<file path="config.mk">
export PLATFORM = sky130hd
export DESIGN_NAME = bb3_front
export DESIGN_NICKNAME = d
export VERILOG_FILES = /design/src/sv/bb3_pkg.sv /design/src/sv/bb3_front.sv
export VERILOG_INCLUDE_DIRS = /design/src /design/src/sv
export SDC_FILE = /design/constraint.sdc
export NUM_CORES = 1
export LEC_CHECK = 0
export ABC_AREA = 0
export BUFFER_PORTS_ARGS = -buffer_cell sky130_fd_sc_hd__clkbuf_2
export CORE_UTILIZATION = 47
export CTS_CLUSTER_DIAMETER = 50
export DETAILED_ROUTE_END_ITERATION = 8
export PLACE_DENSITY = 0.66
export SLEW_MARGIN = 20
export SYNTH_ARGS = -nofsm -noshare
export SYNTH_HDL_FRONTEND = slang
export SYNTH_SLANG_ARGS = --single-unit
</file>
<file path="constraint.sdc">
create_clock -name clk -period 7.8 [get_ports clk]
set_input_delay 1.56 -clock clk [delete_from_list [all_inputs] [get_ports clk]]
set_output_delay 1.56 -clock clk [all_outputs]
set_load 0.01 [all_outputs]
</file>
<file path="src/sv/box_blur_3x3_rgb_assert.svh">
// Assertion macros for the box blur RTL; only bb3_front uses them.
// Needs nothing else; a synthesis build defines SYNTH to drop the checks.
`ifndef BOX_BLUR_3X3_RGB_ASSERT_SVH
`define BOX_BLUR_3X3_RGB_ASSERT_SVH

`ifndef SYNTH
// A property that must hold at every clock edge outside reset.
`define BB3_ASSERT(lbl, clk, rstn, prop, msg) \
	lbl: assert property (@(posedge clk) disable iff (!rstn) prop) else $error(msg);
// An expression that must never be true outside reset.
`define BB3_NEVER(lbl, clk, rstn, expr, msg) \
	lbl: assert property (@(posedge clk) disable iff (!rstn) !(expr)) else $error(msg);
`else
`define BB3_ASSERT(lbl, clk, rstn, prop, msg)
`define BB3_NEVER(lbl, clk, rstn, expr, msg)
`endif

`endif

</file>
<file path="src/sv/bb3_pkg.sv">
// Shared types, constants and helper functions of the box blur block.
// Used by every RTL file of the block; depends on nothing.
package bb3_pkg;

	// Frame size limits and register defaults.
	localparam int MAX_WIDTH  = 2048;
	localparam int MAX_HEIGHT = 2048;
	localparam int DIM_W      = 12;
	localparam int COL_W      = $clog2(MAX_WIDTH);
	localparam int ROW_W      = $clog2(MAX_HEIGHT);
	localparam int PEND_W     = $clog2(MAX_WIDTH + 2);

	typedef logic [DIM_W-1:0]  dim_t;
	typedef logic [COL_W-1:0]  col_t;
	typedef logic [ROW_W-1:0]  row_t;
	typedef logic [PEND_W-1:0] pend_t;

	localparam dim_t WIDTH_MIN    = dim_t'(3);
	localparam dim_t WIDTH_MAX    = dim_t'(MAX_WIDTH);
	localparam dim_t HEIGHT_MIN   = dim_t'(2);
	localparam dim_t HEIGHT_MAX   = dim_t'(MAX_HEIGHT);
	localparam dim_t WIDTH_RESET  = dim_t'(640);
	localparam dim_t HEIGHT_RESET = dim_t'(480);

	// Configuration register indexes.
	localparam int CFG_IDX_W = 4;
	typedef logic [CFG_IDX_W-1:0] cfg_idx_t;
	localparam cfg_idx_t CFG_IDX_WIDTH  = cfg_idx_t'(0);
	localparam cfg_idx_t CFG_IDX_HEIGHT = cfg_idx_t'(1);

	// Item opcodes.
	typedef enum logic {
		OP_PIXEL = 1'b0,
		OP_DRAIN = 1'b1
	} op_t;

	// A pixel: one byte per channel, blue in the lowest lane.
	localparam int NCH    = 3;
	localparam int CH_W   = 8;
	localparam int CH_BLUE  = 0;
	localparam int CH_GREEN = 1;
	localparam int CH_RED   = 2;
	typedef logic [NCH-1:0][CH_W-1:0] pix_t;

	// Arithmetic widths: row sum of three bytes, window sum of nine.
	localparam int RSUM_W = CH_W + 2;
	localparam int SUM_W  = CH_W + 4;
	typedef logic [RSUM_W-1:0] rsum_t;
	typedef logic [SUM_W-1:0]  sum_t;

	// Divide by nine as multiply by ceil(2^16 / 9) and shift; exact for sums below 2^12.
	localparam int DIV9_SHIFT = 16;
	localparam int DIV9_MUL_W = 13;
	localparam int MUL_W      = SUM_W + DIV9_MUL_W;
	localparam logic [DIV9_MUL_W-1:0] DIV9_MUL = DIV9_MUL_W'((65536 + 8) / 9);
	typedef logic [MUL_W-1:0] prod_t;

	// Queue between the front and the back.
	localparam int QDEPTH = 4;
	localparam int QPTR_W = $clog2(QDEPTH);
	localparam int QCNT_W = $clog2(QDEPTH + 1);
	typedef logic [QPTR_W-1:0] qptr_t;
	typedef logic [QCNT_W-1:0] qcnt_t;

	// One queued item for the back end.
	typedef struct packed {
		logic is_pixel;   // pixel item: updates the line buffers and window
		logic emit;       // item produces an output pixel
		logic blur;       // output pixel is the window mean
		logic frame_end;  // output pixel is the last of its frame
		logic use_mem;    // drained pixel comes from the newer line buffer
		col_t addr;       // line buffer address
		pix_t pix;        // incoming pixel
	} q_entry_t;

	// Clamp a register value into its legal range.
	function automatic dim_t clamp_dim(input dim_t v, input dim_t lo, input dim_t hi);
		dim_t r;
		r = v;
		if (v < lo) begin
			r = lo;
		end else if (v > hi) begin
			r = hi;
		end
		return r;
	endfunction

endpackage

</file>
<file path="src/sv/bb3_front.sv">
// Front end: configuration registers, frame position and pending count.
// Classifies each item and queues the ones the back end must see. Uses bb3_pkg.
`include "box_blur_3x3_rgb_assert.svh"

module bb3_front (
	input  logic              clk,
	input  logic              arst_n,
	input  logic              cfg_valid,
	output logic              cfg_ready,
	input  bb3_pkg::cfg_idx_t cfg_index,
	input  bb3_pkg::dim_t     cfg_data,
	input  logic              item_valid,
	input  logic              opcode,
	input  bb3_pkg::pix_t     pix,
	input  logic              q_full,
	output logic              push,
	output bb3_pkg::q_entry_t push_data
);

	bb3_pkg::dim_t  w_q;
	bb3_pkg::dim_t  h_q;
	bb3_pkg::col_t  col_q;
	bb3_pkg::row_t  row_q;
	bb3_pkg::pend_t pend_q;
	bb3_pkg::col_t  ocol_q;
	bb3_pkg::row_t  orow_q;

	logic           acc;
	logic           is_pix;
	logic           px_emit;
	logic           dr_emit;
	logic           out_adv;
	logic           cfg_we;
	logic           cfg_hit;
	logic           blur;
	logic           frame_end;
	logic           use_mem;
	bb3_pkg::col_t  col_nxt;
	bb3_pkg::row_t  row_nxt;
	bb3_pkg::col_t  ocol_nxt;
	bb3_pkg::row_t  orow_nxt;
	bb3_pkg::pend_t pend_nxt;

	assign cfg_ready = 1'b1;
	assign cfg_we    = cfg_valid && cfg_ready;

	// Only the listed registers take effect.
	always_comb begin
		unique case (cfg_index)
			bb3_pkg::CFG_IDX_WIDTH:  cfg_hit = 1'b1;
			bb3_pkg::CFG_IDX_HEIGHT: cfg_hit = 1'b1;
			default:                 cfg_hit = 1'b0;
		endcase
	end

	// Item classification.
	always_comb begin
		acc     = item_valid && !q_full;
		is_pix  = (bb3_pkg::op_t'(opcode) == bb3_pkg::OP_PIXEL);
		px_emit = (pend_q >= bb3_pkg::pend_t'(w_q) + bb3_pkg::pend_t'(1));
		dr_emit = (col_q == '0) && (row_q == '0) && (pend_q != '0);
		out_adv = is_pix ? px_emit : dr_emit;
	end

	// Next input position: column wraps at width, row wraps at height.
	always_comb begin
		col_nxt = col_q + 1'b1;
		row_nxt = row_q;
		if (bb3_pkg::dim_t'(col_q) == w_q - 1'b1) begin
			col_nxt = '0;
			row_nxt = (bb3_pkg::dim_t'(row_q) == h_q - 1'b1) ? '0 : row_q + 1'b1;
		end
	end

	// Next output position, and what the output pixel there needs.
	always_comb begin
		ocol_nxt = ocol_q + 1'b1;
		orow_nxt = orow_q;
		if (bb3_pkg::dim_t'(ocol_q) == w_q - 1'b1) begin
			ocol_nxt = '0;
			orow_nxt = (bb3_pkg::dim_t'(orow_q) == h_q - 1'b1) ? '0 : orow_q + 1'b1;
		end
		blur = (orow_q != '0) && (bb3_pkg::dim_t'(orow_q) + 2'd2 <= (h_q >> 1))
			&& (ocol_q != '0) && (bb3_pkg::dim_t'(ocol_q) + 2'd2 <= w_q);
		frame_end = (bb3_pkg::dim_t'(orow_q) == h_q - 1'b1)
			&& (bb3_pkg::dim_t'(ocol_q) == w_q - 1'b1);
		use_mem = (bb3_pkg::dim_t'(orow_q) == h_q - 1'b1);
	end

	// Pending count: a pixel adds one unless it pushes one out; a drain removes one.
	always_comb begin
		pend_nxt = pend_q;
		if (is_pix) begin
			if (!px_emit) begin
				pend_nxt = pend_q + 1'b1;
			end
		end else if (dr_emit) begin
			pend_nxt = pend_q - 1'b1;
		end
	end

	// Queue every pixel item and every drain that produces an output.
	always_comb begin
		push                = acc && (is_pix || dr_emit);
		push_data.is_pixel  = is_pix;
		push_data.emit      = out_adv;
		push_data.blur      = is_pix && blur;
		push_data.frame_end = frame_end;
		push_data.use_mem   = !is_pix && use_mem;
		push_data.addr      = is_pix ? col_q : ocol_q;
		push_data.pix       = pix;
	end

	// Registers and counters; a write to a listed register restarts the frame.
	always_ff @(posedge clk or negedge arst_n) begin
		if (!arst_n) begin
			w_q    <= bb3_pkg::WIDTH_RESET;
			h_q    <= bb3_pkg::HEIGHT_RESET;
			col_q  <= '0;
			row_q  <= '0;
			pend_q <= '0;
			ocol_q <= '0;
			orow_q <= '0;
		end else if (cfg_we && cfg_hit) begin
			if (cfg_index == bb3_pkg::CFG_IDX_WIDTH) begin
				w_q <= bb3_pkg::clamp_dim(cfg_data, bb3_pkg::WIDTH_MIN, bb3_pkg::WIDTH_MAX);
			end else begin
				h_q <= bb3_pkg::clamp_dim(cfg_data, bb3_pkg::HEIGHT_MIN, bb3_pkg::HEIGHT_MAX);
			end
			col_q  <= '0;
			row_q  <= '0;
			pend_q <= '0;
			ocol_q <= '0;
			orow_q <= '0;
		end else if (acc) begin
			pend_q <= pend_nxt;
			if (is_pix) begin
				col_q <= col_nxt;
				row_q <= row_nxt;
			end
			if (out_adv) begin
				ocol_q <= ocol_nxt;
				orow_q <= orow_nxt;
			end
		end
	end

	`BB3_ASSERT(a_pend_bound, clk, arst_n, pend_q <= bb3_pkg::pend_t'(w_q) + bb3_pkg::pend_t'(1), "pending count above width plus one")
	`BB3_ASSERT(a_col_range, clk, arst_n, bb3_pkg::dim_t'(col_q) < w_q, "input column outside the frame")
	`BB3_ASSERT(a_row_range, clk, arst_n, bb3_pkg::dim_t'(row_q) < h_q, "input row outside the frame")
	`BB3_ASSERT(a_drain_at_start, clk, arst_n, (push && !push_data.is_pixel) |-> (col_q == '0 && row_q == '0 && pend_q != '0), "drain output away from a frame boundary")

endmodule

</file>
==> impl_metrics.env, run 1 <==
export IMPL_status="completed"
export IMPL_die_area_sq_mm=0.0172
export IMPL_rsz0062_at_grt="false"
export IMPL_max_slew_margin_pct=26.2
export IMPL_ir_drop_v=0.000142
export IMPL_io_pins=88
export IMPL_p_clk_share_pct=24.6
export IMPL_cts_sinks=80
export IMPL_arrival_ns=4.02
export IMPL_wirelength_mm=20.5
export IMPL_ant_nets=0
export IMPL_dpl_hpwl_mm=15.3
export IMPL_comb_power_share_pct=43.7
export IMPL_cts_buffer_depth=2
export IMPL_drv_slew=0
export IMPL_synthArstFlopShare_pct=100
export IMPL_drive_gt1_share_pct=11.0
export IMPL_clkSlewWorstSetupHoldPaths_ns=0.06
export IMPL_p_sw_share_pct=40.0
export IMPL_power_leakage_nw=3.51
export IMPL_track_usage_pct=25.5
export IMPL_cts_hold_buf=0
export IMPL_worst_r2r_cell_count=14
export IMPL_drc=0
export IMPL_antenna_found_initial=0
export IMPL_htree_levels=3
export IMPL_synth_most_common_cell="nor2_1"
export IMPL_area_growth_pct=4.51
export IMPL_ys_top_cells_by_area="dfrtp_1, ha_1, xnor2_1, nor2_1, a21oi_1"
export IMPL_wl_per_cell_microns=18.2
export IMPL_rows=46
export IMPL_cts_made_buffers=9
export IMPL_period_share_pct=71.6
export IMPL_setup_viol=0
export IMPL_crit_required_ns=6.24
export IMPL_start_util_pct=48.7
export IMPL_ys_seq_area_share_pct=25.7
export IMPL_drt_iter0_drc=816
export IMPL_synth_cell_area_sq_mm=0.00782
export IMPL_gp_congestion=0.954
export IMPL_yosysWarnings=0
export IMPL_max_stage_delay_ns=0.89
export IMPL_synth_nets=1056
export IMPL_crit_type="reg2out"
export IMPL_fmax_ghz=0.179
export IMPL_tns_ns=0
export IMPL_ctsResizeCount=0
export IMPL_hold_viol=0
export IMPL_seq_area_sq_mm=0.00201
export IMPL_synth_cell_types=69
export IMPL_nNetsFinal=1013
export IMPL_grt_overflow=0
export IMPL_cp_end_kind="output pin"
export IMPL_synth_top_cell_by_area="dfrtp_1"
export IMPL_hold_path_class="reg2reg"
export IMPL_holdWs_ns=0.565
export IMPL_die_w_microns=131
export IMPL_cp_cell_sequence="inv_1 > ha_1 > nor4b_1 > and4_1 > xnor3_1 > nand2_1 > a21o_1 > nor3b_1 > and3_1 > clkbuf_2"
export IMPL_synth_top_cells_by_count="nor2_1, dfrtp_1, nand2_1"
export IMPL_port_buffers=38
export IMPL_grt_max_degree=81
export IMPL_die_y_microns=131
export IMPL_core_area_sq_mm=0.0161
export IMPL_worst_pin_slew_ns=1.11
export IMPL_post_cts_buffers=0
export IMPL_viasPerCell=6.15
export IMPL_clk_latency_ns=0.35
export IMPL_worst_slack_ns=2.22
export IMPL_syn_avg_cell_area_sq_um=8.22
export IMPL_grt_pass1_vias=6299
export IMPL_power_density_mw_per_mm2=248
export IMPL_grt_pass1_wl_mm=33.8
export IMPL_final_instance_count_excl_fill=1129
export IMPL_final_min_clock_period_ns=5.58
export IMPL_p_sw_mw=0.810
export IMPL_antennaDiodeCount=0
export IMPL_critPathSlowestCell="nor3b_1"
export IMPL_cp_max_fo=8
export IMPL_synth_edf_count=0
export IMPL_worstSetupStartpointType="flip-flop"
export IMPL_tritoncts="done"
export IMPL_dr_pass1_iters=6
export IMPL_place_inst=1113
export IMPL_hold_depth=2
export IMPL_netlist_instances=951
export IMPL_via_count=6947
export IMPL_p_int_mw=1.21
export IMPL_dp_slack_ns=2.71
export IMPL_sequentialPowerShare_pct=31.8
export IMPL_fillers=1536
export IMPL_synth_top_area_share_pct=23.7
export IMPL_ys_flop_type="dfrtp_1"
export IMPL_skew_ns=0.00875
export IMPL_multi_input_area_sq_mm=0.00516
export IMPL_ys_seq_elements=80
export IMPL_power_mw=2.02
export IMPL_clock_root_buffer="clkbuf_16"
export IMPL_max_cap_violations=0
==> final timing paths <==
check / from / endpoint / slack [ns]
worst max-delay path: h_q[0]$_DFFE_PN0P_ / push_data[36] / 2.22
worst min-delay path: w_q[9]$_DFFE_PN1P_ / w_q[9]$_DFFE_PN1P_ / 0.57
worst min register to register: w_q[9]$_DFFE_PN1P_ / w_q[9]$_DFFE_PN1P_ / 0.57
max in group asynchronous: arst_n / row_q[6]$_DFFE_PN0P_ / 6.03
worst max register to register: w_q[4]$_DFFE_PN0P_ / orow_q[4]$_DFFE_PN0P_ / 3.06
min in group asynchronous: arst_n / ocol_q[10]$_DFFE_PN0P_ / 1.25
==> stage by stage <==
step / utilization (%) / area (sq um)
after floorplan: - / 7820
after global placement: 48.7 / 7820
after detailed placement: 48.7 / 7820
after CTS: 50.9 / 8170
after global routing: 50.9 / 8170
final: 50.9 / 8170
==> critical path: cells and delay by family (launching register included) <==
family | cells | cell delay [ns]
xor gates and xnor gates | 1 | 0.18
AOI/OAI and AO/OA | 1 | 0.16
DFF | 1 | 0.48
adders and majority gates | 1 | 0.25
buffers and inverters | 2 | 0.23
and+or+nand+nor | 5 | 2.37
==> routing by layer <==
metal | track usage [%] | routed length [microns] | vias to the layer above
li1 | - | - | 3350
met1 | 38.4 | 10100 | 3301
met2 | 37.6 | 8620 | 258
met3 | 2.73 | 1380 | 38
met4 | 9.06 | 439 | 0
met5 | 0 | 0 | -
==> area by class of cell <==
cell class                      instances  share of cell area [%]
Inverter                               44                    2.02
Clock inverter                          5                    1.27
Sequential cell                        80                    24.6
Tap cell                              216                    3.31
Clock buffer                           11                    2.97
Timing Repair Buffer                   41                    2.68
Multi-Input combinational cell        732                    63.2
==> cell usage in the layout (no fill, tap or decap), types with 29 or more instances in the layout <==
master and n:
nor2_1 75, dfrtp_1 74, nand2_1 66, xnor2_1 60
ha_1 58, a21oi_1 50, nand3_1 46, o21ai_0 45
inv_1 42, clkbuf_2 37, nor3_1 29
==> flip-flops by register name (all words and copies together), names as in the netlist <==
signal	flops
row_q	11
orow_q	11
ocol_q	11
h_q	12
col_q	11
pend_q	12
w_q	12
==> power groups by stage <==
stage	Sequential, mW	Clock, mW	Combinational, mW
after floorplan	0.551	0	0.764
after global placement	0.644	0	0.861
final	0.643	0.497	0.884
after global routing	0.656	0.526	0.999
after CTS	0.640	0.504	0.878
after detailed placement	0.647	0	0.869
==> kinds of logic (layout without fill, tap and decap cells) <==
| group | count (synthesis) | after routing | share of synthesized area, % |
|---|---|---|---|
| adders and majority gates | 59 | 59 | 9.54 |
| muxes | 18 | 18 | 2.51 |
| DFF | 80 | 80 | 25.7 |
| and+or+nand+nor | 348 | 348 | 23.3 |
| other | 1 | 1 | 0.0480 |
| buffers and inverters | 139 | 101 | 8.37 |
| AOI/OAI and AO/OA | 217 | 217 | 19.3 |
| xor gates and xnor gates | 89 | 89 | 11.2 |
No activity file was read; power rests on OpenSTA's default activity.
==> run 2: changes to the inputs <==
- PLACE_DENSITY: 0.66 -> 0.69
- clock period: 7.8 -> 4.9 ns (I/O delays scaled with it)
==> run 2 against run 1 <==
  * Wire length rose by 4.7%
  * First-iteration DRC count fell by 17%
  * Sequential share of layout area fell by 0.18 points
  * Combinational power rose by 70%
  * Worst hold slack got worse by 0.00092 ns
  * Critical endpoint unchanged
==> impl_metrics.env, run 2 (synthesis gave the netlist of run 1 again) <==
export IMPL_startpoint="w_q[0]$_DFFE_PN0P_"
export IMPL_skew_ns=0.00932
export IMPL_fmax_ghz=0.219
export IMPL_ant_nets=0
export IMPL_power_mw=3.18
export IMPL_worstReg2RegStart="w_q[0]$_DFFE_PN0P_"
export IMPL_tns_ns=0
export IMPL_drt_iter0_drc=675
export IMPL_place_inst=1128
export IMPL_cts_sinks=80
export IMPL_rrSetupSlack_ns=0.80
export IMPL_fillers=1515
export IMPL_ir_drop_v=0.000247
export IMPL_htree_levels=3
export IMPL_hold_viol=0
export IMPL_status="completed"
export IMPL_crit_required_ns=3.92
export IMPL_die_area_sq_mm=0.0172
export IMPL_clk_latency_ns=0.35
export IMPL_area_growth_pct=5.33
export IMPL_seq_area_sq_mm=0.00201
export IMPL_rows=46
export IMPL_wirelength_mm=21.5
export IMPL_nNetsFinal=1028
export IMPL_drv_slew=0
export IMPL_via_count=7008
export IMPL_clock_root_buffer="clkbuf_16"
export IMPL_cts_buffer_depth=2
export IMPL_final_common_cell="nor2_1"
export IMPL_die_y_microns=131
export IMPL_antenna_found_initial=0
export IMPL_start_util_pct=48.7
export IMPL_arrival_ns=3.59
export IMPL_critPathCapture="push_data[36]"
export IMPL_dpl_hpwl_mm=16.3
export IMPL_grt_overflow=0
export IMPL_post_cts_buffers=0
export IMPL_rsz0062_at_grt="false"
export IMPL_power_density_mw_per_mm2=386
export IMPL_max_slew_margin_pct=54.4
export IMPL_multi_input_area_sq_mm=0.00516
export IMPL_dp_slack_ns=0.753
export IMPL_period_share_pct=93.2
export IMPL_worstSetupStartpointType="flip-flop"
export IMPL_mostFrequentLayoutCells="nor2_1, dfrtp_1, nand2_1"
export IMPL_dr_pass1_iters=5
export IMPL_grt_pass1_vias=6422
export IMPL_final_area_sq_mm=0.00824
export IMPL_rr_endpoint="orow_q[4]$_DFFE_PN0P_"
export IMPL_cp_max_fo=9
export IMPL_hold_path_class="reg2reg"
export IMPL_dpl_cell_area_sq_mm=0.00793
export IMPL_wl_per_cell_microns=18.8
export IMPL_track_usage_pct=26.7
export IMPL_worst_pin_slew_ns=0.675
export IMPL_core_area_sq_mm=0.0161
export IMPL_final_min_clock_period_ns=4.57
export IMPL_antennaDiodeCount=0
export IMPL_power_leakage_nw=3.56
export IMPL_tritoncts="done"
export IMPL_holdWs_ns=0.564
export IMPL_viasPerCell=6.13
export IMPL_crit_type="reg2out"
export IMPL_drive_gt1_share_pct=12.5
export IMPL_worst_slack_ns=0.331
export IMPL_final_instance_count_excl_fill=1144
export IMPL_grt_pass1_wl_mm=35.1
export IMPL_clkSlewWorstSetupHoldPaths_ns=0.06
export IMPL_die_w_microns=131
export IMPL_reg_top3="h_q x12, pend_q x12, w_q x12"
export IMPL_gp_congestion=0.973
export IMPL_port_buffers=38
export IMPL_max_cap_violations=0
export IMPL_worst_r2r_cell_count=9
export IMPL_grt_max_degree=49
export IMPL_setup_viol=0
export IMPL_io_pins=88
export IMPL_post_route_util_pct=51.3
export IMPL_drc=0
export IMPL_cts_made_buffers=9
export IMPL_cp_end_kind="output pin"
-- run 2: how the worst min path moves through the flow --
stage,cells after the start,from,end,slack [ns]
6_report,2,w_q[9]$_DFFE_PN1P_,w_q[9]$_DFFE_PN1P_,0.56
5_1_grt,2,w_q[9]$_DFFE_PN1P_,w_q[9]$_DFFE_PN1P_,0.60
4_1_cts,2,w_q[9]$_DFFE_PN1P_,w_q[9]$_DFFE_PN1P_,0.57
3_5_place_dp,2,w_q[9]$_DFFE_PN1P_,w_q[9]$_DFFE_PN1P_,0.56
3_3_place_gp,2,w_q[9]$_DFFE_PN1P_,w_q[9]$_DFFE_PN1P_,0.56
2_1_floorplan,1,w_q[11]$_DFFE_PN0P_,w_q[11]$_DFFE_PN0P_,0.52
-- run 2: routing by layer --
metal | vias up | routed length, microns | track usage [%]
li1 | 3381 | - | -
met5 | - | 0 | 0
met1 | 3346 | 10400 | 39.4
met3 | 28 | 1380 | 4.23
met4 | 0 | 352 | 7.37
met2 | 253 | 9340 | 40.1
-- run 2: worst max-delay path, cell delays in order, from the launching register on --
cell and delay [ns]:
dfrtp_1 0.50, inv_1 0.20, ha_1 0.34, or3b_2 0.54, nor2_1 0.41, xnor3_1 0.30, nor4b_1 0.53, and3_1 0.28
clkbuf_2 0.15
-- run 2: power by group --
part	leakage (nW)	internal, mW	total (mW)	switching, mW
Combinational	2.39	0.672	1.50	0.824
Clock	0.149	0.409	0.687	0.278
Sequential	1.03	0.775	0.992	0.217
Total	3.56	1.86	3.18	1.32
-- run 2: final cells by class --
cell class                 instances  area share, %
timing repair buffer              56           3.98
multi-input combinational        732           62.7
clock buffer                      11           2.95
clock inverter                     5          0.699
sequential                        80           24.4
inverter                          44           2.01
tap                              216           3.28
-- run 2: repair_timing --
item / CTS / global route
hold buffers: 0 / 0
endpoints found under the setup margin: 0 / 1
resized for setup: 0 / 1
