File: config.mk
export PLATFORM = sky130hd
export DESIGN_NAME = bb3_queue
export DESIGN_NICKNAME = d
export VERILOG_FILES = /design/src/sv/box_blur_3x3_rgb_assert.svh /design/src/sv/bb3_pkg.sv /design/src/sv/bb3_queue.sv
export SDC_FILE = /design/constraint.sdc
export NUM_CORES = 1
export LEC_CHECK = 0
export ABC_AREA = 1
export BUFFER_PORTS_ARGS = -buffer_cell sky130_fd_sc_hd__buf_2
export CELL_PAD_IN_SITES_DETAIL_PLACEMENT = 1
export CELL_PAD_IN_SITES_GLOBAL_PLACEMENT = 1
export CORE_ASPECT_RATIO = 0.75
export CORE_UTILIZATION = 35
export DETAILED_ROUTE_END_ITERATION = 12
export PLACE_DENSITY_LB_ADDON = 0.1
export SYNTH_ARGS = -nofsm -noshare
export SYNTH_HDL_FRONTEND = slang
export SYNTH_SLANG_ARGS = --single-unit
File: constraint.sdc
create_clock -name clk -period 2.64 [get_ports clk]
set_input_delay 0.528 -clock clk [delete_from_list [all_inputs] [get_ports clk]]
set_output_delay 0.528 -clock clk [all_outputs]
set_load 0.005 [all_outputs]
File: src/sv/box_blur_3x3_rgb_assert.svh
// Assertion macros for the box blur RTL; only bb3_front uses them.
// Needs nothing else; a synthesis build defines SYNTH to drop the checks.
`ifndef BOX_BLUR_3X3_RGB_ASSERT_SVH
`define BOX_BLUR_3X3_RGB_ASSERT_SVH

`ifndef SYNTH
// A property that must hold at every clock edge outside reset.
`define BB3_ASSERT(lbl, clk, rstn, prop, msg) \
	lbl: assert property (@(posedge clk) disable iff (!rstn) prop) else $error(msg);
// An expression that must never be true outside reset.
`define BB3_NEVER(lbl, clk, rstn, expr, msg) \
	lbl: assert property (@(posedge clk) disable iff (!rstn) !(expr)) else $error(msg);
`else
`define BB3_ASSERT(lbl, clk, rstn, prop, msg)
`define BB3_NEVER(lbl, clk, rstn, expr, msg)
`endif

`endif

File: src/sv/bb3_pkg.sv
// Shared types, constants and helper functions of the box blur block.
// Used by every RTL file of the block; depends on nothing.
package bb3_pkg;

	// Frame size limits and register defaults.
	localparam int MAX_WIDTH  = 2048;
	localparam int MAX_HEIGHT = 2048;
	localparam int DIM_W      = 12;
	localparam int COL_W      = $clog2(MAX_WIDTH);
	localparam int ROW_W      = $clog2(MAX_HEIGHT);
	localparam int PEND_W     = $clog2(MAX_WIDTH + 2);

	typedef logic [DIM_W-1:0]  dim_t;
	typedef logic [COL_W-1:0]  col_t;
	typedef logic [ROW_W-1:0]  row_t;
	typedef logic [PEND_W-1:0] pend_t;

	localparam dim_t WIDTH_MIN    = dim_t'(3);
	localparam dim_t WIDTH_MAX    = dim_t'(MAX_WIDTH);
	localparam dim_t HEIGHT_MIN   = dim_t'(2);
	localparam dim_t HEIGHT_MAX   = dim_t'(MAX_HEIGHT);
	localparam dim_t WIDTH_RESET  = dim_t'(640);
	localparam dim_t HEIGHT_RESET = dim_t'(480);

	// Configuration register indexes.
	localparam int CFG_IDX_W = 4;
	typedef logic [CFG_IDX_W-1:0] cfg_idx_t;
	localparam cfg_idx_t CFG_IDX_WIDTH  = cfg_idx_t'(0);
	localparam cfg_idx_t CFG_IDX_HEIGHT = cfg_idx_t'(1);

	// Item opcodes.
	typedef enum logic {
		OP_PIXEL = 1'b0,
		OP_DRAIN = 1'b1
	} op_t;

	// A pixel: one byte per channel, blue in the lowest lane.
	localparam int NCH    = 3;
	localparam int CH_W   = 8;
	localparam int CH_BLUE  = 0;
	localparam int CH_GREEN = 1;
	localparam int CH_RED   = 2;
	typedef logic [NCH-1:0][CH_W-1:0] pix_t;

	// Arithmetic widths: row sum of three bytes, window sum of nine.
	localparam int RSUM_W = CH_W + 2;
	localparam int SUM_W  = CH_W + 4;
	typedef logic [RSUM_W-1:0] rsum_t;
	typedef logic [SUM_W-1:0]  sum_t;

	// Divide by nine as multiply by ceil(2^16 / 9) and shift; exact for sums below 2^12.
	localparam int DIV9_SHIFT = 16;
	localparam int DIV9_MUL_W = 13;
	localparam int MUL_W      = SUM_W + DIV9_MUL_W;
	localparam logic [DIV9_MUL_W-1:0] DIV9_MUL = DIV9_MUL_W'((65536 + 8) / 9);
	typedef logic [MUL_W-1:0] prod_t;

	// Queue between the front and the back.
	localparam int QDEPTH = 4;
	localparam int QPTR_W = $clog2(QDEPTH);
	localparam int QCNT_W = $clog2(QDEPTH + 1);
	typedef logic [QPTR_W-1:0] qptr_t;
	typedef logic [QCNT_W-1:0] qcnt_t;

	// One queued item for the back end.
	typedef struct packed {
		logic is_pixel;   // pixel item: updates the line buffers and window
		logic emit;       // item produces an output pixel
		logic blur;       // output pixel is the window mean
		logic frame_end;  // output pixel is the last of its frame
		logic use_mem;    // drained pixel comes from the newer line buffer
		col_t addr;       // line buffer address
		pix_t pix;        // incoming pixel
	} q_entry_t;

	// Clamp a register value into its legal range.
	function automatic dim_t clamp_dim(input dim_t v, input dim_t lo, input dim_t hi);
		dim_t r;
		r = v;
		if (v < lo) begin
			r = lo;
		end else if (v > hi) begin
			r = hi;
		end
		return r;
	endfunction

endpackage

File: src/sv/bb3_queue.sv
// Short item queue that decouples the front end from the back end.
// Depends on bb3_pkg for the entry type and depth.
module bb3_queue (
	input  logic              clk,
	input  logic              arst_n,
	input  logic              push,
	input  bb3_pkg::q_entry_t push_data,
	input  logic              pop,
	output bb3_pkg::q_entry_t data,
	output logic              empty,
	output logic              full
);

	bb3_pkg::q_entry_t store_q [bb3_pkg::QDEPTH];
	bb3_pkg::qptr_t    wr_ptr_q;
	bb3_pkg::qptr_t    rd_ptr_q;
	bb3_pkg::qcnt_t    count_q;
	bb3_pkg::qptr_t    wr_ptr_nxt;
	bb3_pkg::qptr_t    rd_ptr_nxt;

	// Pointer wrap.
	always_comb begin
		wr_ptr_nxt = (wr_ptr_q == bb3_pkg::qptr_t'(bb3_pkg::QDEPTH - 1)) ? '0 : wr_ptr_q + 1'b1;
		rd_ptr_nxt = (rd_ptr_q == bb3_pkg::qptr_t'(bb3_pkg::QDEPTH - 1)) ? '0 : rd_ptr_q + 1'b1;
	end

	// Pointers and fill level.
	always_ff @(posedge clk or negedge arst_n) begin
		if (!arst_n) begin
			wr_ptr_q <= '0;
			rd_ptr_q <= '0;
			count_q  <= '0;
		end else begin
			if (push) begin
				wr_ptr_q <= wr_ptr_nxt;
			end
			if (pop) begin
				rd_ptr_q <= rd_ptr_nxt;
			end
			if (push && !pop) begin
				count_q <= count_q + 1'b1;
			end else if (pop && !push) begin
				count_q <= count_q - 1'b1;
			end
		end
	end

	// Entry storage.
	always_ff @(posedge clk) begin
		if (push) begin
			store_q[wr_ptr_q] <= push_data;
		end
	end

	assign data  = store_q[rd_ptr_q];
	assign empty = (count_q == '0);
	assign full  = (count_q == bb3_pkg::qcnt_t'(bb3_pkg::QDEPTH));

endmodule

==> results of run 1 <==
-- worst max-delay path by stage --
stage / depth (start not counted) / from / slack (ps) / endpoint
after floorplan: 4 / wr_ptr_q[0]$_DFFE_PN0P_ / 800 / store_q[2][0]$_DFFE_PP_
after global placement: 5 / rd_ptr_q[1]$_DFFE_PN0P_ / 740 / data[10]
final: 6 / rd_ptr_q[0]$_DFFE_PN0P_ / 260 / data[10]
after global routing: 6 / rd_ptr_q[0]$_DFFE_PN0P_ / 90 / data[10]
after detailed placement: 6 / rd_ptr_q[0]$_DFFE_PN0P_ / 690 / data[13]
after CTS: 6 / rd_ptr_q[0]$_DFFE_PN0P_ / 230 / data[13]
-- routing by layer --
metal  wire (um)  vias up
met5          13        -
met4         188        2
met3         641       15
met2        6990       63
met1        6760     1994
li1            -     1981
-- worst reg2reg max path, stage by stage (launching register included) --
cell and delay [ps]:
dfrtp_1 400, inv_1 110, ha_1 150, nand2_1 50, inv_2 350, buf_4 300
-- state kept, by name, summed over array words and instances, names as in the netlist --
name / cells
rd_ptr_q: 2
store_q: 160
count_q: 3
wr_ptr_q: 2
-- Yosys cell counts, drive strengths merged --
cell,instances
o21ai,4
nand3,1
nor3,2
xnor2,1
nand2,135
o211ai,80
nor2,2
inv,93
edfxtp,160
nand4,1
fa,1
ha,6
buf,26
dfrtp,7
-- through the flow --
stage | area (um2) | worst slack (ps)
2_1_floorplan | 6900 | 799
3_3_place_gp | 7610 | 737
3_5_place_dp | 7610 | 694
4_1_cts | 8230 | 228
5_1_grt | 8230 | 89.9
6_report | 8230 | 259
-- layout make-up --
type / count / area share, %
Sequential cell: 167 / 60.6
Multi-Input combinational cell: 233 / 16.7
Timing Repair Buffer: 98 / 7.30
Clock buffer: 17 / 5.17
Inverter: 93 / 4.27
Tap cell: 253 / 3.85
Clock inverter: 15 / 2.13
-- kinds of logic (layout without fill, tap and decap cells) --
family / after synthesis / count (layout) / synth area share (%)
compound gates: 84 / 84 / 10.7
xor+xnor: 1 / 1 / 0.127
fa+ha+maj: 7 / 7 / 1.38
buf+inv: 119 / 223 / 7.89
flops: 167 / 167 / 72.2
simple gates: 141 / 141 / 7.76
-- cells in the final DEF (no fill, tap or decap) --
master         count
buf_12             6
buf_2             85
buf_4              6
bufinv_16          3
clkbuf_16         17
clkinv_1           2
clkinv_2           2
clkinv_4           2
clkinvlp_4         2
dfrtp_1            6
dfrtp_2            1
dlygate4sd3_1      1
edfxtp_1         160
fa_1               1
ha_1               6
inv_1             87
inv_2              5
inv_4              1
inv_6              4
nand2_1          135
nand3_1            1
nand4_1            1
nor2_1             2
nor3_1             2
o211ai_1          57
o211ai_2          23
o21ai_0            2
o21ai_1            2
xnor2_1            1
-- what timing repair did --
action / in CTS / in global routing
hold buffers: 1 / 0
endpoints found under the hold margin: 7 / 0
setup endpoints to repair: 0 / 0
-- power groups by stage --
| stage | clock (mW) | sequential [mW] | combinational, mW |
|---|---|---|---|
| floorplan | 0 | 3.57 | 1.69 |
| global placement | 0 | 3.58 | 2.65 |
| detailed placement | 0 | 3.60 | 2.69 |
| CTS | 2.62 | 3.55 | 2.71 |
| global route | 2.72 | 3.58 | 2.96 |
| finish | 2.55 | 3.54 | 2.60 |
==> results.sh, run 1 <==
export IMPL_p_clk_share_pct=29.3
export IMPL_yosys_warnings=0
export IMPL_slowest_stage="buf_4"
export IMPL_endpoint_kind="output pin"
export IMPL_slowest_delay_ps=450
export IMPL_grt_max_degree=117
export IMPL_cp_max_fo=45
export IMPL_drc=0
export IMPL_post_route_util_pct=42.6
export IMPL_critPathArrivalTime_ps=1850
export IMPL_ys_seq_area_share_pct=72.2
export IMPL_drt_initial_drc_count=126
export IMPL_dieWidth_um=164
export IMPL_r2r_end="store_q[1][3]$_DFFE_PP_"
export IMPL_min_delay_worst_endpoint="store_q[0][17]$_DFFE_PP_"
export IMPL_grt_usage_pct=15.4
export IMPL_die_h_um=124
export IMPL_busiest_layer="met2"
export IMPL_worstSetupStartpointType="flip-flop"
export IMPL_grt_pass1_vias=4182
export IMPL_num_rows=44
export IMPL_cts_tree="built"
export IMPL_cpLargestDelayFamily="buffers and inverters"
export IMPL_setup_tns_final_ps=0
export IMPL_io_buffers=85
export IMPL_relSlewSlack_pct=58.2
export IMPL_cts_resized=0
export IMPL_fillers=2029
export IMPL_reg2reg_depth=5
export IMPL_numCtsBuffers=17
export IMPL_dp_hpwl_um=8790
export IMPL_reg2reg_setup_slack_ps=970
export IMPL_yosys_area_top_type="edfxtp_1"
export IMPL_crit_type="reg -> out"
export IMPL_synthTopCellsByArea="edfxtp_1, nand2_1, o211ai_1"
export IMPL_rsz0062_at_grt="no"
export IMPL_syn_area_mm2=0.00690
export IMPL_finalHoldViolations=0
export IMPL_seq_area_mm2=0.00498
export IMPL_critical_path_buf_inv_count=3
export IMPL_antenna_found_initial=1
export IMPL_crit_required_ps=2110
export IMPL_placedCellCount=843
export IMPL_synth_seq_cells=167
export IMPL_synth_nets=570
export IMPL_post_cts_buffers=0
export IMPL_whs_ps=317
export IMPL_clk_pin_slew_ps=70
export IMPL_p_int_mw=5.85
export IMPL_grt_util_met1_pct=19.4
export IMPL_ir_drop_v=0.000496
export IMPL_clockBufferDepth=2
export IMPL_fin_crit_ps=2380
export IMPL_clock_skew_ps=4.51
export IMPL_h_tree_depth=4
export IMPL_drt_first_pass_iters=4
export IMPL_slew_violations=0
export IMPL_initial_utilization_pct=35.7
export IMPL_syn_area_per_cell_um2=13.3
export IMPL_comb_power_share_pct=29.9
export IMPL_grtUsageMet2_pct=25.5
export IMPL_worstHoldStart="push_data[17]"
export IMPL_hold_depth=1
export IMPL_ys_types=19
export IMPL_crit_chain="inv_4 -> buf_4 -> nand2_1 -> o211ai_1 -> nand2_1 -> buf_2"
export IMPL_tightest_slew_ps=627
export IMPL_max_clock_freq_mhz=420
export IMPL_hold_path_class="in -> reg"
export IMPL_root_buffer="clkbuf_16"
export IMPL_period_share_pct=90.2
export IMPL_n_antenna_cell=0
export IMPL_routed_wl_um=14600
export IMPL_switching_share_pct=32.6
export IMPL_gr_total_overflow=0
export IMPL_p_sw_mw=2.83
export IMPL_total_power_mw=8.68
export IMPL_vias=4055
export IMPL_insertion_delay_ps=420
export IMPL_synthToLayoutAreaGrowth_pct=19.2
export IMPL_grt_pass1_wl_um=22800
export IMPL_antenna_left=0
export IMPL_multi_input_area_mm2=0.00138
export IMPL_use_met3_pct=4.36
export IMPL_reg2reg_from="wr_ptr_q[1]$_DFFE_PN0P_"
export IMPL_drive_gt1_share_pct=25.2
export IMPL_gp_congestion=0.694
export IMPL_powerDensity_mw_per_mm2=1060
export IMPL_synth_top_area_share_pct=69.6
export IMPL_cpMostUsedCell="nand2_1"
export IMPL_ioPinCount=86
export IMPL_core_mm2=0.0193
export IMPL_die_area_mm2=0.0203
export IMPL_netlist_instances=519
export IMPL_finalNetCount=661
export IMPL_viasPerCell=4.63
export IMPL_leakage_nw=3.37
export IMPL_seqPwrFrac_pct=40.8
export IMPL_drv_cap=0
export IMPL_wire_per_inst_um=16.7
export IMPL_status="complete, no violations"
export IMPL_setup_viol=0
export IMPL_layoutNonFillerInstCount=876
export IMPL_clock_sinks=167
Note: power is estimated with default switching activity, not from simulation.
==> run 2, diff against run 1 <==
BUFFER_PORTS_ARGS = -buffer_cell sky130_fd_sc_hd__buf_4   (was -buffer_cell sky130_fd_sc_hd__buf_2)
PLACE_DENSITY = 0.6   (was unset)
PLACE_DENSITY_LB_ADDON = unset   (was 0.1)
==> results.sh, run 2 (synthesized netlist as in run 1, its figures left out) <==
export IMPL_rsz0062_at_grt="no"
export IMPL_hold_path_class="in -> reg"
export IMPL_post_route_util_pct=44.0
export IMPL_synthToLayoutAreaGrowth_pct=23.3
export IMPL_drive_gt1_share_pct=25.2
export IMPL_dp_hpwl_um=9070
export IMPL_top_regs="store_q: 160 flops, count_q: 3 flops"
export IMPL_reg2reg_setup_slack_ps=870
export IMPL_drt_first_pass_iters=6
export IMPL_clockBufferDepth=2
export IMPL_root_buffer="clkbuf_16"
export IMPL_drv_cap=0
export IMPL_reg2reg_from="wr_ptr_q[0]$_DFFE_PN0P_"
export IMPL_die_h_um=124
export IMPL_reg2reg_depth=5
export IMPL_crit_type="reg -> out"
export IMPL_clock_skew_ps=5.71
export IMPL_tightest_slew_ps=624
export IMPL_die_area_mm2=0.0203
export IMPL_drc=0
export IMPL_dieWidth_um=164
export IMPL_powerDensity_mw_per_mm2=1080
export IMPL_fillers=2009
export IMPL_placedCellCount=844
export IMPL_initial_utilization_pct=35.7
export IMPL_ioPinCount=86
export IMPL_max_clock_freq_mhz=413
export IMPL_leakage_nw=3.48
export IMPL_setup_tns_final_ps=0
export IMPL_io_buffers=85
export IMPL_clock_sinks=167
export IMPL_grt_pass1_wl_um=23200
export IMPL_hold_depth=1
export IMPL_crit_required_ps=2110
export IMPL_wire_per_inst_um=16.8
export IMPL_ir_drop_v=0.000413
export IMPL_numCtsBuffers=17
export IMPL_largest_reg_flops=160
export IMPL_status="complete, no violations"
export IMPL_cts_tree="built"
export IMPL_mostFrequentLayoutCells="edfxtp_1, nand2_1, buf_4"
export IMPL_slew_violations=0
export IMPL_drt_initial_drc_count=212
export IMPL_core_mm2=0.0193
export IMPL_routed_wl_um=14700
export IMPL_finalNetCount=662
export IMPL_period_share_pct=91.8
export IMPL_n_antenna_cell=0
export IMPL_layoutNonFillerInstCount=877
export IMPL_gp_congestion=0.708
export IMPL_gr_total_overflow=0
export IMPL_mostFrequentLayoutCell="edfxtp_1"
export IMPL_relSlewSlack_pct=58.4
export IMPL_fin_crit_ps=2420
export IMPL_num_rows=44
export IMPL_endpoint_kind="output pin"
export IMPL_regMostFlops="store_q"
export IMPL_worstSetupStartpointType="flip-flop"
export IMPL_grt_max_degree=45
export IMPL_clk_pin_slew_ps=60
export IMPL_antenna_found_initial=0
export IMPL_cp_max_fo=40
export IMPL_grt_pass1_vias=4292
export IMPL_min_delay_worst_endpoint="store_q[1][5]$_DFFE_PP_"
export IMPL_insertion_delay_ps=420
export IMPL_total_power_mw=9.15
export IMPL_finalHoldViolations=0
export IMPL_h_tree_depth=4
export IMPL_r2r_end="store_q[2][32]$_DFFE_PP_"
export IMPL_vias=4023
export IMPL_worstHoldStart="push_data[5]"
export IMPL_grt_usage_pct=15.9
export IMPL_setup_viol=0
export IMPL_viasPerCell=4.59
export IMPL_antenna_left=0
export IMPL_critPathArrivalTime_ps=1890
## run 2: worst max-delay path by stage
stage | startpoint | to | cells past startpoint
after floorplan | wr_ptr_q[0]$_DFFE_PN0P_ | store_q[2][0]$_DFFE_PP_ | 4
after global placement | rd_ptr_q[0]$_DFFE_PN0P_ | data[20] | 6
after CTS | rd_ptr_q[0]$_DFFE_PN0P_ | data[5] | 6
after global routing | rd_ptr_q[0]$_DFFE_PN0P_ | data[5] | 6
final | rd_ptr_q[0]$_DFFE_PN0P_ | data[5] | 6
after detailed placement | rd_ptr_q[0]$_DFFE_PN0P_ | data[5] | 6
## run 2: critical path, cell delays in order, from the launching register on
cell and delay, ps:
dfrtp_1 440, inv_6 280, buf_12 260, nand2_1 90, o211ai_1 110, nand2_1 110, buf_4 150
## run 2: what timing repair did
item	CTS	global route
setup endpoints to repair	0	1
buffers inserted	0	0
hold buffers	1	0
resized for setup	0	1
endpoints found under the hold margin	7	0
## run 2: layout make-up
class	count	area (um2)	area share [%]
well taps	253	317	3.72
inverters	93	354	4.16
multi-input cells	233	1380	16.2
clock inverters	13	203	2.38
clock buffers	19	433	5.09
flip-flops and latches	167	4980	58.5
repair buffers	99	846	9.94
## run 2: power breakdown
part	switching, mW	leakage, nW	internal [mW]
registers	0.153	1.55	3.41
logic	1.69	1.62	1.24
clock network	0.989	0.309	1.67
## run 2: per-layer routing
metal	GRT usage, %	routed length (um)
met1	18.8	6540
met2	27.7	7400
met3	4.13	627
met4	6.25	174
met5	0	0
## run 2: metrics by stage
step           worst slack, ps  area (um2)  hold WS (ps)
6_report                   217        8510           300
3_5_place_dp               590        7860           353
2_1_floorplan              799        6900           232
5_1_grt                   80.6        8510           280
4_1_cts                    108        8510           281
3_3_place_gp               667        7860           350
==> run 3, diff against run 2 <==
ABC_AREA = unset   (was 1)
PLACE_DENSITY = 0.57   (was 0.6)
clock period = 2.8 ns   (was 2.64 ns; I/O delays follow)
==> results.sh, run 3 <==
export IMPL_cpLargestDelayFamily="flip-flops"
export IMPL_finalHoldViolations=0
export IMPL_synth_edf_count=160
export IMPL_leakage_nw=2.69
export IMPL_cts_tree="built"
export IMPL_hold_path_class="in -> reg"
export IMPL_n_antenna_cell=0
export IMPL_dieWidth_um=156
export IMPL_finalNetCount=400
export IMPL_synth_seq_cells=167
export IMPL_mostFrequentLayoutCell="edfxtp_1"
export IMPL_total_power_mw=8.02
export IMPL_insertion_delay_ps=420
export IMPL_syn_area_mm2=0.00624
export IMPL_synthToLayoutAreaGrowth_pct=25.3
export IMPL_crit_required_ps=2240
export IMPL_regMostFlops="store_q"
export IMPL_antenna_found_initial=0
export IMPL_io_buffers=85
export IMPL_tightest_slew_ps=511
export IMPL_grt_usage_pct=14.0
export IMPL_die_h_um=118
export IMPL_routed_wl_um=11800
export IMPL_synthTopCellsByCount="edfxtp_1, mux4_2, dfrtp_1, ha_1"
export IMPL_yosys_warnings=0
export IMPL_synth_top_area_share_pct=77.0
export IMPL_setup_tns_final_ps=0
export IMPL_gp_congestion=0.678
export IMPL_clockBufferDepth=2
export IMPL_num_rows=41
export IMPL_status="complete, no violations"
export IMPL_top_regs="store_q: 160 flops, count_q: 3 flops"
export IMPL_synth_ff_type="edfxtp_1"
export IMPL_max_clock_freq_mhz=377
export IMPL_ys_seq_area_share_pct=79.8
export IMPL_critical_path_buf_inv_count=2
export IMPL_clock_skew_ps=7.19
export IMPL_drive_gt1_share_pct=46.4
export IMPL_dp_hpwl_um=7130
export IMPL_yosys_area_top_type="edfxtp_1"
export IMPL_worstSetupStartpointType="flip-flop"
export IMPL_mostFrequentLayoutCells="edfxtp_1, buf_4, mux4_2"
export IMPL_crit_chain="buf_12 -> mux4_2 -> buf_4"
export IMPL_grt_pass1_vias=3130
export IMPL_die_area_mm2=0.0184
export IMPL_whs_ps=337
export IMPL_fillers=1620
export IMPL_grt_max_degree=26
export IMPL_async_reset_ff_share_pct=4.19
export IMPL_critPathArrivalTime_ps=2090
export IMPL_ioPinCount=86
export IMPL_fin_crit_ps=2650
export IMPL_drc=0
export IMPL_clk_pin_slew_ps=70
export IMPL_placedCellCount=565
export IMPL_drt_initial_drc_count=99
export IMPL_synthTopCellsByArea="edfxtp_1, mux4_2, dfrtp_1"
export IMPL_root_buffer="clkbuf_16"
export IMPL_synth_nets=298
export IMPL_clock_sinks=167
export IMPL_endpoint_kind="output pin"
export IMPL_netlist_instances=247
export IMPL_largest_reg_flops=160
export IMPL_core_mm2=0.0171
export IMPL_ys_types=20
export IMPL_crit_type="reg -> out"
export IMPL_syn_area_per_cell_um2=25.3
export IMPL_yosysMostFrequentCell="edfxtp_1"
export IMPL_rsz0062_at_grt="no"
export IMPL_drv_cap=0
export IMPL_period_share_pct=94.8
export IMPL_vias=2778
export IMPL_wire_per_inst_um=19.8
export IMPL_grt_pass1_wl_um=18200
export IMPL_h_tree_depth=4
export IMPL_dpl_cell_area_mm2=0.00720
export IMPL_layoutNonFillerInstCount=598
export IMPL_numCtsBuffers=17
export IMPL_viasPerCell=4.65
export IMPL_slowest_stage="dfrtp_4"
export IMPL_antenna_left=0
export IMPL_slowest_delay_ps=720
export IMPL_setup_viol=0
export IMPL_drt_first_pass_iters=5
export IMPL_gr_total_overflow=0
export IMPL_initial_utilization_pct=36.4
export IMPL_cts_resized=0
export IMPL_relSlewSlack_pct=65.9
export IMPL_seq_area_mm2=0.00498
export IMPL_powerDensity_mw_per_mm2=1030
export IMPL_final_area_mm2=0.00782
export IMPL_slew_violations=0
export IMPL_multi_input_area_mm2=0.00113
export IMPL_cp_max_fo=21
export IMPL_ir_drop_v=0.000452
-- run 3: power breakdown --
part,switching (mW),internal [mW]
logic,0.883,1.24
clock network,0.926,1.49
registers,0.267,3.22
-- run 3: cells by family (layout without fill, tap and decap cells) --
logic type | after synthesis | count (layout) | share of synthesized area, %
multiplexers | 43 | 43 | 15.1
buffers and inverters | 14 | 129 | 2.09
AO/OA/AOI/OAI | 2 | 2 | 0.160
XOR/XNOR | 3 | 3 | 0.421
flip-flops | 167 | 167 | 79.8
AND/OR/NAND/NOR | 11 | 11 | 0.902
adder cells (fa/ha/maj) | 7 | 7 | 1.52
-- run 3: final cells by class --
type,count,area share (%)
Multi-Input combinational cell,66,14.5
Inverter,4,0.192
Timing Repair Buffer,93,9.92
Clock buffer,19,5.54
Clock inverter,13,2.30
Sequential cell,167,63.8
Tap cell,236,3.78
-- run 3: final timing paths --
kind / from / end / slack [ps] / depth (start not counted)
max in group asynchronous: arst_n / rd_ptr_q[0]$_DFFE_PN0P_ / 2150 / 2
worst min-delay path: push_data[28] / store_q[1][28]$_DFFE_PP_ / 340 / 1
min in group asynchronous: arst_n / count_q[2]$_DFFE_PN0P_ / 510 / 2
worst max-delay path: rd_ptr_q[0]$_DFFE_PN0P_ / data[20] / 150 / 3
worst max register to register: wr_ptr_q[0]$_DFFE_PN0P_ / store_q[2][27]$_DFFE_PP_ / 1070 / 4
worst min register to register: count_q[2]$_DFFE_PN0P_ / count_q[2]$_DFFE_PN0P_ / 490 / 1
-- run 3: through the flow --
stage | worst slack [ps] | util, %
6_report | 146 | 45.6
3_3_place_gp | 557 | 42.0
2_1_floorplan | 807 | -
3_5_place_dp | 524 | 42.0
5_1_grt | 2.76 | 45.6
4_1_cts | 69.6 | 45.6
-- run 3: metal layers --
layer | part of all wire (%) | track usage [%] | vias up | routed length, um
met4 | 1.2 | 4.96 | 0 | 140
met5 | 0 | 0 | - | 0
li1 | - | - | 1243 | -
met3 | 6.7 | 5.82 | 13 | 787
met1 | 43 | 16.8 | 1450 | 5080
met2 | 49 | 22.6 | 72 | 5810
-- run 3: what timing repair did --
item	in CTS	in global routing
setup buffers	0	0
hold buffers	1	0
endpoints found under the hold margin	7	0
